### src/pfe_pkg.sv
// shared types, constants and square lookup functions for the playfair digraph encryptor
package pfe_pkg;

	localparam int LETTER_W    = 5;
	localparam int SQ_DIM      = 5;
	localparam int ROW_W       = SQ_DIM * LETTER_W;
	localparam int POS_W       = 3;
	localparam int CFG_IDX_W   = 3;
	localparam int QUEUE_DEPTH = 4;
	localparam int QPTR_W      = $clog2(QUEUE_DEPTH);
	localparam int QCNT_W      = $clog2(QUEUE_DEPTH + 1);

	typedef logic [LETTER_W-1:0]            letter_t;
	typedef logic [POS_W-1:0]               pos_t;
	typedef logic [ROW_W-1:0]               row_t;
	typedef logic [SQ_DIM-1:0][ROW_W-1:0]   square_t;
	typedef logic [CFG_IDX_W-1:0]           cfg_idx_t;

	// register indexes on the write port
	localparam cfg_idx_t REG_ROW0   = 3'd0;
	localparam cfg_idx_t REG_ROW4   = 3'd4;
	localparam cfg_idx_t REG_FILLER = 3'd5;

	localparam letter_t CODE_I = 5'd8;
	localparam letter_t CODE_J = 5'd9;
	localparam letter_t CODE_X = 5'd23;

	// a b c d e / f g h i k / l m n o p / q r s t u / v w x y z, row 0 lowest
	localparam square_t SQUARE_RESET = {
		25'd27025109, 25'd21613104, 25'd16201099, 25'd10755269, 25'd4294688
	};

	typedef enum logic [1:0] {
		JOB_PAIR   = 2'd0,
		JOB_PAD    = 2'd1,
		JOB_DOUBLE = 2'd2
	} job_kind_t;

	typedef struct packed {
		job_kind_t kind;
		letter_t   a;
		letter_t   b;
	} job_t;

	typedef struct packed {
		logic empty;
		logic full;
	} q_status_t;

	typedef struct packed {
		logic found;
		pos_t row;
		pos_t col;
	} loc_t;

	function automatic letter_t cell_at(square_t sq, pos_t r, pos_t c);
		return sq[r][c*LETTER_W +: LETTER_W];
	endfunction

	function automatic pos_t wrap_inc(pos_t p);
		return (p == pos_t'(SQ_DIM - 1)) ? '0 : pos_t'(p + 1'b1);
	endfunction

	// first match in row-major order wins, so scan backwards
	function automatic loc_t locate(square_t sq, letter_t code);
		loc_t res;
		res = '0;
		for (int r = SQ_DIM - 1; r >= 0; r--) begin
			for (int c = SQ_DIM - 1; c >= 0; c--) begin
				if (sq[r][c*LETTER_W +: LETTER_W] == code) begin
					res.found = 1'b1;
					res.row   = pos_t'(r);
					res.col   = pos_t'(c);
				end
			end
		end
		return res;
	endfunction

endpackage

### src/pfe_front.sv
// front end: letter intake, j folding, pairing and job classification
module pfe_front (
	input  logic             clk,
	input  logic             arst_n,
	input  logic             in_valid,
	output logic             in_stall,
	input  pfe_pkg::letter_t plain_letter,
	input  logic             end_of_message,
	input  pfe_pkg::q_status_t q_status,
	output logic             push,
	output pfe_pkg::job_t    push_job
);
	import pfe_pkg::*;

	letter_t held_q;
	logic    held_valid_q;
	letter_t letter;
	logic    accept;

	assign in_stall = q_status.full;
	assign accept   = in_valid && !in_stall;
	assign letter   = (plain_letter == CODE_J) ? CODE_I : plain_letter;
	assign push     = accept && (held_valid_q || end_of_message);

	always_comb begin
		push_job.a = held_q;
		push_job.b = letter;
		if (held_valid_q) begin
			push_job.kind = (held_q == letter) ? JOB_DOUBLE : JOB_PAIR;
		end else begin
			push_job.kind = JOB_PAD;
			push_job.a    = letter;
		end
	end

	always_ff @(posedge clk or negedge arst_n) begin
		if (!arst_n) begin
			held_q       <= '0;
			held_valid_q <= 1'b0;
		end else if (accept) begin
			if (held_valid_q) begin
				held_valid_q <= 1'b0;
			end else if (!end_of_message) begin
				held_q       <= letter;
				held_valid_q <= 1'b1;
			end
		end
	end

endmodule

### src/pfe_queue.sv
// short job queue between front end and back end
module pfe_queue (
	input  logic               clk,
	input  logic               arst_n,
	input  logic               push,
	input  pfe_pkg::job_t      push_job,
	input  logic               pop,
	output pfe_pkg::job_t      head_job,
	output pfe_pkg::q_status_t q_status
);
	import pfe_pkg::*;

	job_t                entries_q [QUEUE_DEPTH];
	logic [QPTR_W-1:0]   wr_ptr_q;
	logic [QPTR_W-1:0]   rd_ptr_q;
	logic [QCNT_W-1:0]   count_q;

	assign head_job       = entries_q[rd_ptr_q];
	assign q_status.empty = (count_q == '0);
	assign q_status.full  = (count_q == QCNT_W'(QUEUE_DEPTH));

	always_ff @(posedge clk) begin
		if (push) begin
			entries_q[wr_ptr_q] <= push_job;
		end
	end

	always_ff @(posedge clk or negedge arst_n) begin
		if (!arst_n) begin
			wr_ptr_q <= '0;
			rd_ptr_q <= '0;
			count_q  <= '0;
		end else begin
			if (push) begin
				wr_ptr_q <= wr_ptr_q + 1'b1;
			end
			if (pop) begin
				rd_ptr_q <= rd_ptr_q + 1'b1;
			end
			unique case ({push, pop})
				2'b10:   count_q <= count_q + 1'b1;
				2'b01:   count_q <= count_q - 1'b1;
				default: count_q <= count_q;
			endcase
		end
	end

endmodule

### src/pfe_back.sv
// back end: pair expansion, square lookup, substitution and letter output
module pfe_back (
	input  logic               clk,
	input  logic               arst_n,
	input  pfe_pkg::square_t   square,
	input  pfe_pkg::letter_t   filler,
	input  pfe_pkg::job_t      head_job,
	input  pfe_pkg::q_status_t q_status,
	output logic               pop,
	output logic               out_valid,
	input  logic               out_stall,
	output pfe_pkg::letter_t   cipher_letter,
	output logic               last_of_run,
	output logic               not_found
);
	import pfe_pkg::*;

	// pair expansion
	logic    sub_q;
	letter_t pa, pb;
	logic    plast;
	logic    take;

	// lookup stage
	logic    v_s1;
	letter_t a_s1, b_s1;
	logic    last_s1;
	loc_t    la_s1, lb_s1;

	// output stage
	logic    v_s2;
	letter_t oa_s2, ob_s2;
	logic    nf_s2, last_s2;
	logic    half_q;

	logic    s1_ready, s2_ready, out_take;
	letter_t oa, ob;
	logic    nf;

	always_comb begin
		pa    = head_job.a;
		pb    = head_job.b;
		plast = 1'b1;
		unique case (head_job.kind)
			JOB_PAIR: begin
				pb = head_job.b;
			end
			JOB_PAD: begin
				pb = filler;
			end
			JOB_DOUBLE: begin
				if (!sub_q) begin
					pb    = filler;
					plast = 1'b0;
				end else begin
					pa = filler;
					pb = head_job.a;
				end
			end
			default: begin
				pb = head_job.b;
			end
		endcase
	end

	assign out_take = v_s2 && !out_stall;
	assign s2_ready = !v_s2 || (half_q && !out_stall);
	assign s1_ready = !v_s1 || s2_ready;
	assign take     = !q_status.empty && s1_ready;
	assign pop      = take && plast;

	always_comb begin
		oa = a_s1;
		ob = b_s1;
		nf = 1'b0;
		priority if (!(la_s1.found && lb_s1.found)) begin
			nf = 1'b1;
		end else if (la_s1.row == lb_s1.row) begin
			oa = cell_at(square, la_s1.row, wrap_inc(la_s1.col));
			ob = cell_at(square, lb_s1.row, wrap_inc(lb_s1.col));
		end else if (la_s1.col == lb_s1.col) begin
			oa = cell_at(square, wrap_inc(la_s1.row), la_s1.col);
			ob = cell_at(square, wrap_inc(lb_s1.row), lb_s1.col);
		end else begin
			oa = cell_at(square, la_s1.row, lb_s1.col);
			ob = cell_at(square, lb_s1.row, la_s1.col);
		end
	end

	always_ff @(posedge clk) begin
		if (take) begin
			a_s1    <= pa;
			b_s1    <= pb;
			last_s1 <= plast;
			la_s1   <= locate(square, pa);
			lb_s1   <= locate(square, pb);
		end
		if (v_s1 && s2_ready) begin
			oa_s2   <= oa;
			ob_s2   <= ob;
			nf_s2   <= nf;
			last_s2 <= last_s1;
		end
	end

	always_ff @(posedge clk or negedge arst_n) begin
		if (!arst_n) begin
			sub_q  <= 1'b0;
			v_s1   <= 1'b0;
			v_s2   <= 1'b0;
			half_q <= 1'b0;
		end else begin
			if (take) begin
				sub_q <= (head_job.kind == JOB_DOUBLE) && !sub_q;
			end
			if (s1_ready) begin
				v_s1 <= take;
			end
			if (s2_ready) begin
				v_s2 <= v_s1;
			end
			if (out_take) begin
				half_q <= !half_q;
			end
		end
	end

	assign out_valid     = v_s2;
	assign cipher_letter = half_q ? ob_s2 : oa_s2;
	assign last_of_run   = half_q && last_s2;
	assign not_found     = nf_s2;

endmodule

### src/playfair_digraph_encrypt_top.sv
// top level of the playfair digraph encryptor: key square registers, front, queue, back
// path: a pair-completing item is written into the job queue, then the lookup and output stages
// throughput: one item per cycle into a four-job queue while it is not full; output one letter
// per cycle while out_stall is low; a pair gives two letters and a doubled pair four, all sent
// through the single output register; input stall rises only when the job queue is full
// reset: asynchronous, clears hold, queue and pipeline; square and filler return to defaults
module playfair_digraph_encrypt_top (
	input  logic                clk,
	input  logic                arst_n,
	// configuration write port
	input  logic                wr_en,
	input  pfe_pkg::cfg_idx_t   wr_index,
	input  pfe_pkg::row_t       wr_data,
	// input item channel
	input  logic                in_valid,
	output logic                in_stall,
	input  pfe_pkg::letter_t    plain_letter,
	input  logic                end_of_message,
	// result item channel
	output logic                out_valid,
	input  logic                out_stall,
	output pfe_pkg::letter_t    cipher_letter,
	output logic                last_of_run,
	output logic                not_found
);
	import pfe_pkg::*;

	// key square, row 0 in the low slot, column 0 in the low letter of each row
	square_t   square_q;
	letter_t   filler_q;

	// front to queue
	logic      push;
	job_t      push_job;
	// queue to back
	logic      pop;
	job_t      head_job;
	q_status_t q_status;

	// configuration registers; the user must write them only while the datapath is idle (not enforced)
	always_ff @(posedge clk or negedge arst_n) begin
		if (!arst_n) begin
			square_q <= SQUARE_RESET;
			filler_q <= CODE_X;
		end else if (wr_en) begin
			if (wr_index <= REG_ROW4) begin
				square_q[wr_index] <= wr_data;
			end else if (wr_index == REG_FILLER) begin
				filler_q <= wr_data[LETTER_W-1:0];
			end
		end
	end

	// front: folds j into i, holds the first letter of a pair, classifies jobs
	pfe_front u_front (
		.clk            (clk),
		.arst_n         (arst_n),
		.in_valid       (in_valid),
		.in_stall       (in_stall),
		.plain_letter   (plain_letter),
		.end_of_message (end_of_message),
		.q_status       (q_status),
		.push           (push),
		.push_job       (push_job)
	);

	// job queue decouples intake from the letter output rate
	pfe_queue u_queue (
		.clk      (clk),
		.arst_n   (arst_n),
		.push     (push),
		.push_job (push_job),
		.pop      (pop),
		.head_job (head_job),
		.q_status (q_status)
	);

	// back: splits doubled pairs, looks both letters up, substitutes, emits
	pfe_back u_back (
		.clk           (clk),
		.arst_n        (arst_n),
		.square        (square_q),
		.filler        (filler_q),
		.head_job      (head_job),
		.q_status      (q_status),
		.pop           (pop),
		.out_valid     (out_valid),
		.out_stall     (out_stall),
		.cipher_letter (cipher_letter),
		.last_of_run   (last_of_run),
		.not_found     (not_found)
	);

endmodule

### config.mk
export PLATFORM = sky130hd
export DESIGN_NAME = playfair_digraph_encrypt_top
export DESIGN_NICKNAME = d
export VERILOG_FILES = /design/src/pfe_pkg.sv /design/src/pfe_front.sv /design/src/pfe_queue.sv /design/src/pfe_back.sv /design/src/playfair_digraph_encrypt_top.sv
export SDC_FILE = /design/constraint.sdc
export NUM_CORES = 1
export LEC_CHECK = 0
export ABC_AREA = 1
export BUFFER_PORTS_ARGS = -buffer_cell sky130_fd_sc_hd__buf_2
export CAP_MARGIN = 25
export CELL_PAD_IN_SITES_DETAIL_PLACEMENT = 0
export CELL_PAD_IN_SITES_GLOBAL_PLACEMENT = 2
export CORE_UTILIZATION = 40
export CTS_CLUSTER_DIAMETER = 200
export DETAILED_ROUTE_END_ITERATION = 12
export GPL_ROUTABILITY_DRIVEN = 0
export PLACE_DENSITY_LB_ADDON = 0.12
export SETUP_SLACK_MARGIN = 0.1
export SYNTH_ARGS = -nofsm -noshare
export SYNTH_HDL_FRONTEND = slang
export SYNTH_SLANG_ARGS = --single-unit
### constraint.sdc
create_clock -name clk -period 6.2 [get_ports clk]
set_input_delay 1.24 -clock clk [delete_from_list [all_inputs] [get_ports clk]]
set_output_delay 1.24 -clock clk [all_outputs]
set_load 0.02 [all_outputs]
==> metrics.txt, run 1 <==
# TYPE chip_impl_metric gauge
chip_impl_metric{name="total_die_area",unit="mm^2"} 0.0470
chip_impl_metric{name="synth_fp_nets",unit=""} 2668
chip_impl_metric{name="postSynthCellCount",unit=""} 2613
chip_impl_metric{name="report.final.slew_viol_count",unit=""} 0
chip_impl_metric{name="detailedRoute.firstIterationViolations",unit=""} 2889
chip_impl_info{name="timing_worst_setup_path_type",value="reg -> reg"} 1
chip_impl_metric{name="post_cts_resize_count",unit=""} 0
chip_impl_info{name="cts_tree",value="done"} 1
chip_impl_metric{name="clk-insertion-delay-late",unit="ps"} 600
chip_impl_metric{name="number_of_synthesized_register_bits",unit=""} 232
chip_impl_metric{name="clock_transition_at_path_regs",unit="ps"} 60
chip_impl_metric{name="final_report_hold_violation_count",unit=""} 0
chip_impl_metric{name="yosysWarnings",unit=""} 0
chip_impl_info{name="status",value="finished clean"} 1
chip_impl_metric{name="first_pass_iters",unit=""} 11
chip_impl_metric{name="yosysUniqueCellTypes",unit=""} 70
chip_impl_metric{name="gr-total-overflow",unit=""} 0
chip_impl_info{name="synth_top_family_by_area",value="compound AO/OA/AOI/OAI gates"} 1
chip_impl_metric{name="critPathArrivalTime",unit="ps"} 5250
chip_impl_info{name="nature_of_the_critical_path_endpoint",value="flop"} 1
chip_impl_metric{name="synth-seq-area-share",unit=""} 0.341
chip_impl_metric{name="cts_sinks",unit=""} 232
chip_impl_metric{name="clock_tree.buffer_depth",unit=""} 3
chip_impl_metric{name="first_global_vias",unit=""} 18300
chip_impl_metric{name="synth-compound-area-share",unit=""} 0.277
chip_impl_metric{name="slew_headroom",unit=""} 0.270
chip_impl_info{name="start_of_the_worst_register_to_register_path",value="u_queue.rd_ptr_q[0]$_DFFE_PN0P_"} 1
chip_impl_info{name="synth_flop_cell",value="sky130_fd_sc_hd__dfrtp_1"} 1
chip_impl_metric{name="post_route_cells_drive_above_1_share",unit=""} 0.105
chip_impl_metric{name="hpwl",unit="um"} 65800
chip_impl_metric{name="standard_cell_rows",unit=""} 78
chip_impl_info{name="cts_root_buf",value="sky130_fd_sc_hd__clkbuf_16"} 1
chip_impl_info{name="hold_class",value="reg -> reg"} 1
chip_impl_metric{name="finalSetupViolCount",unit=""} 0
chip_impl_metric{name="port_buffers",unit=""} 47
chip_impl_metric{name="totalWireLength",unit="um"} 91600
chip_impl_metric{name="post-cts-setup-buffer-count",unit=""} 0
chip_impl_metric{name="asyncSetResetFlopFracSynth",unit=""} 0.634
chip_impl_metric{name="setup-tns-final",unit="ps"} 0
chip_impl_metric{name="area_growth_syn_to_layout",unit="%"} 7.77
chip_impl_metric{name="post_synth_xor_area_fraction",unit=""} 0.0493
chip_impl_metric{name="cts.hold.buffers_added",unit=""} 0
chip_impl_metric{name="edff_count_synth",unit=""} 85
chip_impl_metric{name="synth-adder-area-share",unit=""} 0.0112
chip_impl_metric{name="syn_area_per_cell",unit="um^2"} 7.07
chip_impl_metric{name="finish.net_count",unit=""} 2611
chip_impl_metric{name="post_synth_and_or_nand_nor_area_fraction",unit=""} 0.213
chip_impl_metric{name="numCtsBuffers",unit=""} 27
chip_impl_info{name="worst_min_delay_path_startpoint",value="u_back.v_s1$_DFFE_PN0N_"} 1
chip_impl_metric{name="core_area",unit="mm^2"} 0.0455
chip_impl_metric{name="post_detailed_route_drc_marker_count",unit=""} 0
chip_impl_metric{name="finalCritPeriodShare",unit=""} 0.797
chip_impl_metric{name="hold_worst_slack",unit="ps"} 475
chip_impl_metric{name="worst-path-max-fanout",unit=""} 26
chip_impl_metric{name="gr-usage-all-layers",unit=""} 0.384
chip_impl_metric{name="syn_area",unit="mm^2"} 0.0185
chip_impl_metric{name="muxShareOfSynthArea",unit=""} 0
chip_impl_info{name="crit_path_start_kind",value="flop"} 1
chip_impl_metric{name="timing_worst_slew_pin_value",unit="ps"} 1080
chip_impl_metric{name="maxCapViolCount",unit=""} 0
chip_impl_metric{name="floorplan.die.width",unit="um"} 217
chip_impl_metric{name="grt_start_max_net_pins",unit=""} 148
chip_impl_metric{name="fill_cells",unit=""} 4845
chip_impl_metric{name="floorplan.die.height",unit="um"} 217
chip_impl_metric{name="routedWlPerCell",unit="um"} 28.8
chip_impl_metric{name="wire_length_of_the_first_global_routing_pass",unit="um"} 130000
chip_impl_metric{name="grt_antenna_before_repair",unit=""} 0
chip_impl_info{name="critical_path.startpoint",value="u_queue.rd_ptr_q[0]$_DFFE_PN0P_"} 1
chip_impl_metric{name="effective_utilization_at_floorplan",unit=""} 0.406
chip_impl_info{name="unrepaired_setup_endpoints_after_global_routing",value="no"} 1
chip_impl_metric{name="final_antenna_net_count",unit=""} 0
chip_impl_metric{name="critical_path_required",unit="ps"} 6510
chip_impl_metric{name="top_level_ports",unit=""} 48
chip_impl_metric{name="dr_total_vias",unit=""} 20200
chip_impl_metric{name="finalWorstPathRequiredPeriod",unit="ps"} 4940
chip_impl_metric{name="via_to_cell_ratio",unit=""} 6.36
chip_impl_metric{name="fmaxAchievable",unit="GHz"} 0.202
chip_impl_metric{name="skew",unit="ps"} 21.3
chip_impl_metric{name="ctsHtreeMaxLevel",unit=""} 1
==> worst paths after layout <==
check / end / slack, ps / cells after the start
worst min-delay path: u_back.out_valid$_DFFE_PN0P_ / 470 / 2
worst min register to register: u_back.out_valid$_DFFE_PN0P_ / 470 / 2
min in group asynchronous: square_q[93]$_DFFE_PN0P_ / 620 / 2
worst max-delay path: u_back.la_s1[6]$_SDFFCE_PP1P_ / 1260 / 19
max in group asynchronous: u_back.half_q$_DFFE_PN0P_ / 4710 / 2
worst max register to register: u_back.la_s1[6]$_SDFFCE_PP1P_ / 1260 / 19
==> metal layers <==
metal	part of all wire	up-vias	GRT usage
li1	-	8864	-
met2	0.40	1420	0.529
met1	0.41	9628	0.527
met4	0.052	4	0.167
met5	0.0021	-	0.0313
met3	0.14	311	0.145
==> registers in the layout, summed over array words and instances, names as in the netlist, 7 cells and up <==
name               flops
u_queue.entries_q     48
u_back.la_s1           7
u_back.lb_s1           7
square_q             125
==> critical path, cell delays in order, from the launching register on <==
cell and delay [ps]:
sky130_fd_sc_hd__dfrtp_1 690, sky130_fd_sc_hd__inv_6 340, sky130_fd_sc_hd__nand2_1 80, sky130_fd_sc_hd__a32oi_1 250, sky130_fd_sc_hd__inv_1 70, sky130_fd_sc_hd__ha_1 200
sky130_fd_sc_hd__nand2_1 300, sky130_fd_sc_hd__or2_2 220, sky130_fd_sc_hd__nand2_4 280, sky130_fd_sc_hd__inv_4 460, sky130_fd_sc_hd__nand2_1 100, sky130_fd_sc_hd__o2111ai_1 110
sky130_fd_sc_hd__nand2b_1 370, sky130_fd_sc_hd__inv_1 80, sky130_fd_sc_hd__nor2_1 90, sky130_fd_sc_hd__inv_1 70, sky130_fd_sc_hd__nor4_1 430, sky130_fd_sc_hd__inv_1 80
sky130_fd_sc_hd__nor2_1 210, sky130_fd_sc_hd__nand3_1 160
==> cell families after synthesis <==
logic type	Yosys count
fa+ha+maj	16
xor+xnor	103
simple gates	905
buf+inv	453
flops	232
compound gates	904
==> placed cells by master, fill, tap and decap left out, types with 5 or more instances in the layout <==
cell | Yosys | layout
sky130_fd_sc_hd__a211oi_1 | 6 | 6
sky130_fd_sc_hd__a21oi_1 | 227 | 227
sky130_fd_sc_hd__a221oi_1 | 21 | 21
sky130_fd_sc_hd__a31oi_1 | 17 | 17
sky130_fd_sc_hd__a32oi_1 | 7 | 7
sky130_fd_sc_hd__buf_2 | 10 | 46
sky130_fd_sc_hd__buf_4 | 5 | 40
sky130_fd_sc_hd__bufinv_16 | 0 | 7
sky130_fd_sc_hd__clkbuf_1 | 125 | 5
sky130_fd_sc_hd__clkbuf_16 | 0 | 27
sky130_fd_sc_hd__clkinv_1 | 8 | 10
sky130_fd_sc_hd__dfrtp_1 | 88 | 88
sky130_fd_sc_hd__dfstp_2 | 59 | 59
sky130_fd_sc_hd__edfxtp_1 | 85 | 85
sky130_fd_sc_hd__ha_1 | 15 | 15
sky130_fd_sc_hd__inv_1 | 258 | 258
sky130_fd_sc_hd__inv_2 | 7 | 7
sky130_fd_sc_hd__nand2_1 | 514 | 511
sky130_fd_sc_hd__nand2_2 | 17 | 20
sky130_fd_sc_hd__nand2_4 | 8 | 8
sky130_fd_sc_hd__nand3_1 | 121 | 121
sky130_fd_sc_hd__nand3_2 | 9 | 9
sky130_fd_sc_hd__nand4_1 | 9 | 9
sky130_fd_sc_hd__nor2_1 | 161 | 160
sky130_fd_sc_hd__nor3_1 | 26 | 26
sky130_fd_sc_hd__nor3_2 | 10 | 10
sky130_fd_sc_hd__nor4_1 | 6 | 6
sky130_fd_sc_hd__o2111ai_1 | 26 | 26
sky130_fd_sc_hd__o211ai_1 | 18 | 18
sky130_fd_sc_hd__o21ai_0 | 458 | 457
sky130_fd_sc_hd__o21ai_1 | 7 | 7
sky130_fd_sc_hd__o21bai_1 | 6 | 6
sky130_fd_sc_hd__o221ai_1 | 21 | 21
sky130_fd_sc_hd__o22ai_1 | 56 | 56
sky130_fd_sc_hd__o311ai_0 | 5 | 5
sky130_fd_sc_hd__o31ai_1 | 5 | 5
sky130_fd_sc_hd__or2_2 | 5 | 5
sky130_fd_sc_hd__xnor2_1 | 11 | 11
sky130_fd_sc_hd__xor2_1 | 91 | 91
==> metrics by stage <==
stage                     cells  utilization  setup slack, ps  instance area [um^2]
after floorplan            2613            -             2650                 18500
after global placement     3119        0.414             1470                 18800
after detailed placement   3123        0.414             1390                 18800
after CTS                  3173        0.436             1360                 19800
after global routing       3177        0.437              822                 19900
final                      3179        0.438             1260                 19900
==> layout make-up <==
class / instances / area (um^2) / area share
antenna: 2 / 5.00 / 0.000252
clock buffer: 34 / 722 / 0.0363
clock inverter: 16 / 279 / 0.0140
inverter: 275 / 1040 / 0.0523
multi-input combinational: 1928 / 10200 / 0.512
sequential: 232 / 6300 / 0.317
tap: 600 / 751 / 0.0377
timing repair buffer: 92 / 617 / 0.0310
==> synth_stat cells (56+ instances only) <==
library cell,count,area share
sky130_fd_sc_hd__inv_1,258,0.052
sky130_fd_sc_hd__o21ai_0,458,0.12
sky130_fd_sc_hd__nand3_1,121,0.033
sky130_fd_sc_hd__nor2_1,161,0.033
sky130_fd_sc_hd__nand2_1,514,0.10
sky130_fd_sc_hd__edfxtp_1,85,0.14
sky130_fd_sc_hd__a21oi_1,227,0.062
sky130_fd_sc_hd__clkbuf_1,125,0.025
sky130_fd_sc_hd__xor2_1,91,0.043
sky130_fd_sc_hd__dfstp_2,59,0.084
sky130_fd_sc_hd__o22ai_1,56,0.019
sky130_fd_sc_hd__dfrtp_1,88,0.12
Power of run 1 is left out: the tool's default activity adds up to more than one toggle a clock period on the data nets, which glitch-free logic cannot reach.
==> run 2, diff against run 1 <==
--- a/config.mk
+++ b/config.mk
@@ -10,7 +10,7 @@
 export CAP_MARGIN = 25
 export CELL_PAD_IN_SITES_DETAIL_PLACEMENT = 0
 export CELL_PAD_IN_SITES_GLOBAL_PLACEMENT = 2
-export CORE_UTILIZATION = 40
+export CORE_UTILIZATION = 34
 export CTS_CLUSTER_DIAMETER = 200
 export DETAILED_ROUTE_END_ITERATION = 12
 export GPL_ROUTABILITY_DRIVEN = 0
==> constraint.sdc (replaced) <==
create_clock -name clk -period 4.1 [get_ports clk]
set_input_delay 0.82 -clock clk [delete_from_list [all_inputs] [get_ports clk]]
set_output_delay 0.82 -clock clk [all_outputs]
set_load 0.02 [all_outputs]
==> run 2 against run 1 <==
Utilization fell by 5.4 points. Sequential share of layout area fell by 1.0 points. Fmax rose by 27%. First-iteration DRC count down 6.4%. Die area rose by 17%. Clock skew up 4.4 ps. Critical path depth is 2 higher. Non-clock buffer count increased by 55. Critical path type unchanged.
==> metrics.txt, run 2 (synthesis gave the netlist of run 1 again) <==
# TYPE chip_impl_metric gauge
chip_impl_metric{name="clock_tree.buffer_depth",unit=""} 3
chip_impl_metric{name="detailedRoute.firstIterationViolations",unit=""} 2705
chip_impl_info{name="nature_of_the_critical_path_endpoint",value="flop"} 1
chip_impl_metric{name="port_buffers",unit=""} 47
chip_impl_info{name="cts_root_buf",value="sky130_fd_sc_hd__clkbuf_16"} 1
chip_impl_metric{name="timing.reg2reg.setup_slack",unit="ps"} 200
chip_impl_metric{name="finalWorstPathRequiredPeriod",unit="ps"} 3900
chip_impl_metric{name="ctsHtreeMaxLevel",unit=""} 1
chip_impl_metric{name="floorplan.die.height",unit="um"} 235
chip_impl_metric{name="final_antenna_net_count",unit=""} 0
chip_impl_metric{name="dr_total_vias",unit=""} 20100
chip_impl_metric{name="grt_start_max_net_pins",unit=""} 101
chip_impl_metric{name="first_global_vias",unit=""} 18300
chip_impl_metric{name="top_level_ports",unit=""} 48
chip_impl_metric{name="routedWlPerCell",unit="um"} 28.5
chip_impl_metric{name="standard_cell_rows",unit=""} 85
chip_impl_info{name="crit_path_start_kind",value="flop"} 1
chip_impl_metric{name="utilization",unit=""} 0.383
chip_impl_metric{name="hpwl",unit="um"} 71700
chip_impl_metric{name="n_antenna_cell",unit=""} 0
chip_impl_metric{name="maxCapViolCount",unit=""} 0
chip_impl_info{name="path_common_cell",value="sky130_fd_sc_hd__nand2_1"} 1
chip_impl_metric{name="area_growth_syn_to_layout",unit="%"} 11.4
chip_impl_metric{name="largest_register_ff_count",unit=""} 125
chip_impl_metric{name="setup_ws",unit="ps"} 200
chip_impl_metric{name="finalCritPeriodShare",unit=""} 0.951
chip_impl_metric{name="core_area",unit="mm^2"} 0.0537
chip_impl_info{name="unrepaired_setup_endpoints_after_global_routing",value="yes"} 1
chip_impl_metric{name="post-place-ws",unit="ps"} -130
chip_impl_metric{name="critPathArrivalTime",unit="ps"} 4280
chip_impl_metric{name="timing.critical_path.slowest_cell_delay",unit="ps"} 480
chip_impl_metric{name="first_pass_iters",unit=""} 8
chip_impl_metric{name="final_report_hold_violation_count",unit=""} 0
chip_impl_metric{name="effective_utilization_at_floorplan",unit=""} 0.344
chip_impl_info{name="final_cell_mix",value="509 x sky130_fd_sc_hd__nand2_1, 456 x sky130_fd_sc_hd__o21ai_0, 257 x sky130_fd_sc_hd__inv_1"} 1
chip_impl_metric{name="numCtsBuffers",unit=""} 28
chip_impl_info{name="top_register",value="square_q"} 1
chip_impl_info{name="mostFrequentLayoutCell",value="sky130_fd_sc_hd__nand2_1"} 1
chip_impl_metric{name="worst-path-max-fanout",unit=""} 16
chip_impl_metric{name="timing_worst_slew_pin_value",unit="ps"} 971
chip_impl_metric{name="r2r.worst_path.cells",unit=""} 21
chip_impl_metric{name="total_die_area",unit="mm^2"} 0.0552
chip_impl_metric{name="grt_antenna_before_repair",unit=""} 4
chip_impl_metric{name="post_detailed_route_drc_marker_count",unit=""} 0
chip_impl_metric{name="layout.area.seq",unit="mm^2"} 0.00631
chip_impl_metric{name="fmaxAchievable",unit="GHz"} 0.256
chip_impl_metric{name="slew_headroom",unit=""} 0.352
chip_impl_info{name="status",value="finished clean"} 1
chip_impl_info{name="worstPathCellList",value="inv_6 -> nand2_1 -> a32oi_1 -> inv_1 -> ha_1 -> nand2_2 -> nand2_1 -> a21oi_1 -> nand2_1 -> nand2_2 -> inv_2 -> buf_4 -> a221oi_1 -> o21ai_0 -> nor3_1 -> inv_1 -> nand2_1 -> nor3_1 -> nand2_1 -> a21oi_1 -> nor2_1"} 1
chip_impl_metric{name="gr-usage-all-layers",unit=""} 0.336
chip_impl_metric{name="fill_cells",unit=""} 5700
chip_impl_metric{name="gr-total-overflow",unit=""} 0
chip_impl_metric{name="floorplan.die.width",unit="um"} 235
chip_impl_metric{name="clk-insertion-delay-late",unit="ps"} 610
chip_impl_metric{name="post_route_cells_drive_above_1_share",unit=""} 0.131
chip_impl_metric{name="skew",unit="ps"} 25.7
chip_impl_info{name="cts_tree",value="done"} 1
chip_impl_metric{name="critical_path_required",unit="ps"} 4480
chip_impl_info{name="largest_registers",value="square_q: 125 flops, u_queue.entries_q: 48 flops"} 1
chip_impl_metric{name="report.final.slew_viol_count",unit=""} 0
chip_impl_metric{name="finish.net_count",unit=""} 2667
chip_impl_metric{name="cts_sinks",unit=""} 232
chip_impl_metric{name="wire_length_of_the_first_global_routing_pass",unit="um"} 135000
chip_impl_info{name="hold_class",value="in -> async"} 1
chip_impl_metric{name="via_to_cell_ratio",unit=""} 6.02
chip_impl_metric{name="finalSetupViolCount",unit=""} 0
chip_impl_info{name="worst_path_max_delay_cell",value="sky130_fd_sc_hd__dfrtp_2"} 1
chip_impl_info{name="timing_worst_setup_path_type",value="reg -> reg"} 1
chip_impl_metric{name="footprint_of_the_multi_input_gates",unit="mm^2"} 0.0102
chip_impl_metric{name="totalWireLength",unit="um"} 94800
chip_impl_metric{name="clock_transition_at_path_regs",unit="ps"} 60
run 2: cell count changes in the layout (fill, tap and decap cells not counted), sizes merged:
cell / before / now
buf: 90 / 147
clkinvlp: 0 / 2
bufinv: 7 / 3
diode: 2 / 0
inv: 269 / 268
clkinv: 15 / 17
clkbuf: 36 / 37
run 2: final cells by class:
type                    count  area share
multi-input cells        1928       0.498
flip-flops and latches    232       0.307
repair buffers            147      0.0542
inverters                 275      0.0510
well taps                 696      0.0423
clock buffers              37      0.0391
clock inverters            15     0.00888
run 2: through the flow:
step | hold WS [ps] | setup TNS, ps | cells | instance area (um^2)
floorplan | 400 | 0 | 2613 | 18500
global placement | 453 | -245 | 3274 | 19400
detailed placement | 462 | -274 | 3274 | 19400
CTS | 288 | 0 | 3326 | 20400
global route | 307 | 0 | 3330 | 20600
finish | 250 | 0 | 3330 | 20600
run 2: path summary, 6_finish.rpt:
check | from | endpoint
setup / recovery | u_queue.rd_ptr_q[0]$_DFFE_PN0P_ | u_back.lb_s1[3]$_SDFFCE_PP0P_
hold / removal | arst_n | square_q[19]$_DFFE_PN0P_
setup reg to reg | u_queue.rd_ptr_q[0]$_DFFE_PN0P_ | u_back.lb_s1[3]$_SDFFCE_PP0P_
hold reg to reg | u_back.out_valid$_DFFE_PN0P_ | u_back.half_q$_DFFE_PN0P_
max in group asynchronous | arst_n | square_q[109]$_DFFE_PN1P_
min in group clk | u_back.out_valid$_DFFE_PN0P_ | u_back.half_q$_DFFE_PN0P_
run 2: metal layers:
layer,global-route usage,routed length (um),up-vias
met4,0.139,4540,4
li1,-,-,8989
met3,0.0892,10600,228
met1,0.472,40500,9600
met5,0,65,-
met2,0.485,39100,1235
run 2: worst max-delay path, delay by kind of cell, from the launching register on:
family          cells  cell delay [ps]
compound gates      5              980
fa+ha+maj           1              210
buf+inv             5              730
simple gates       10             1260
flops               1              480
run 2: timing repair:
| item | 4_1_cts | 5_1_grt |
|---|---|---|
| endpoints found under the setup margin | 5 | 13 |
| hold buffers | 0 | 0 |
| setup buffers | 0 | 1 |
| gates resized for setup | 2 | 24 |
Power of run 2 is left out for the same reason.
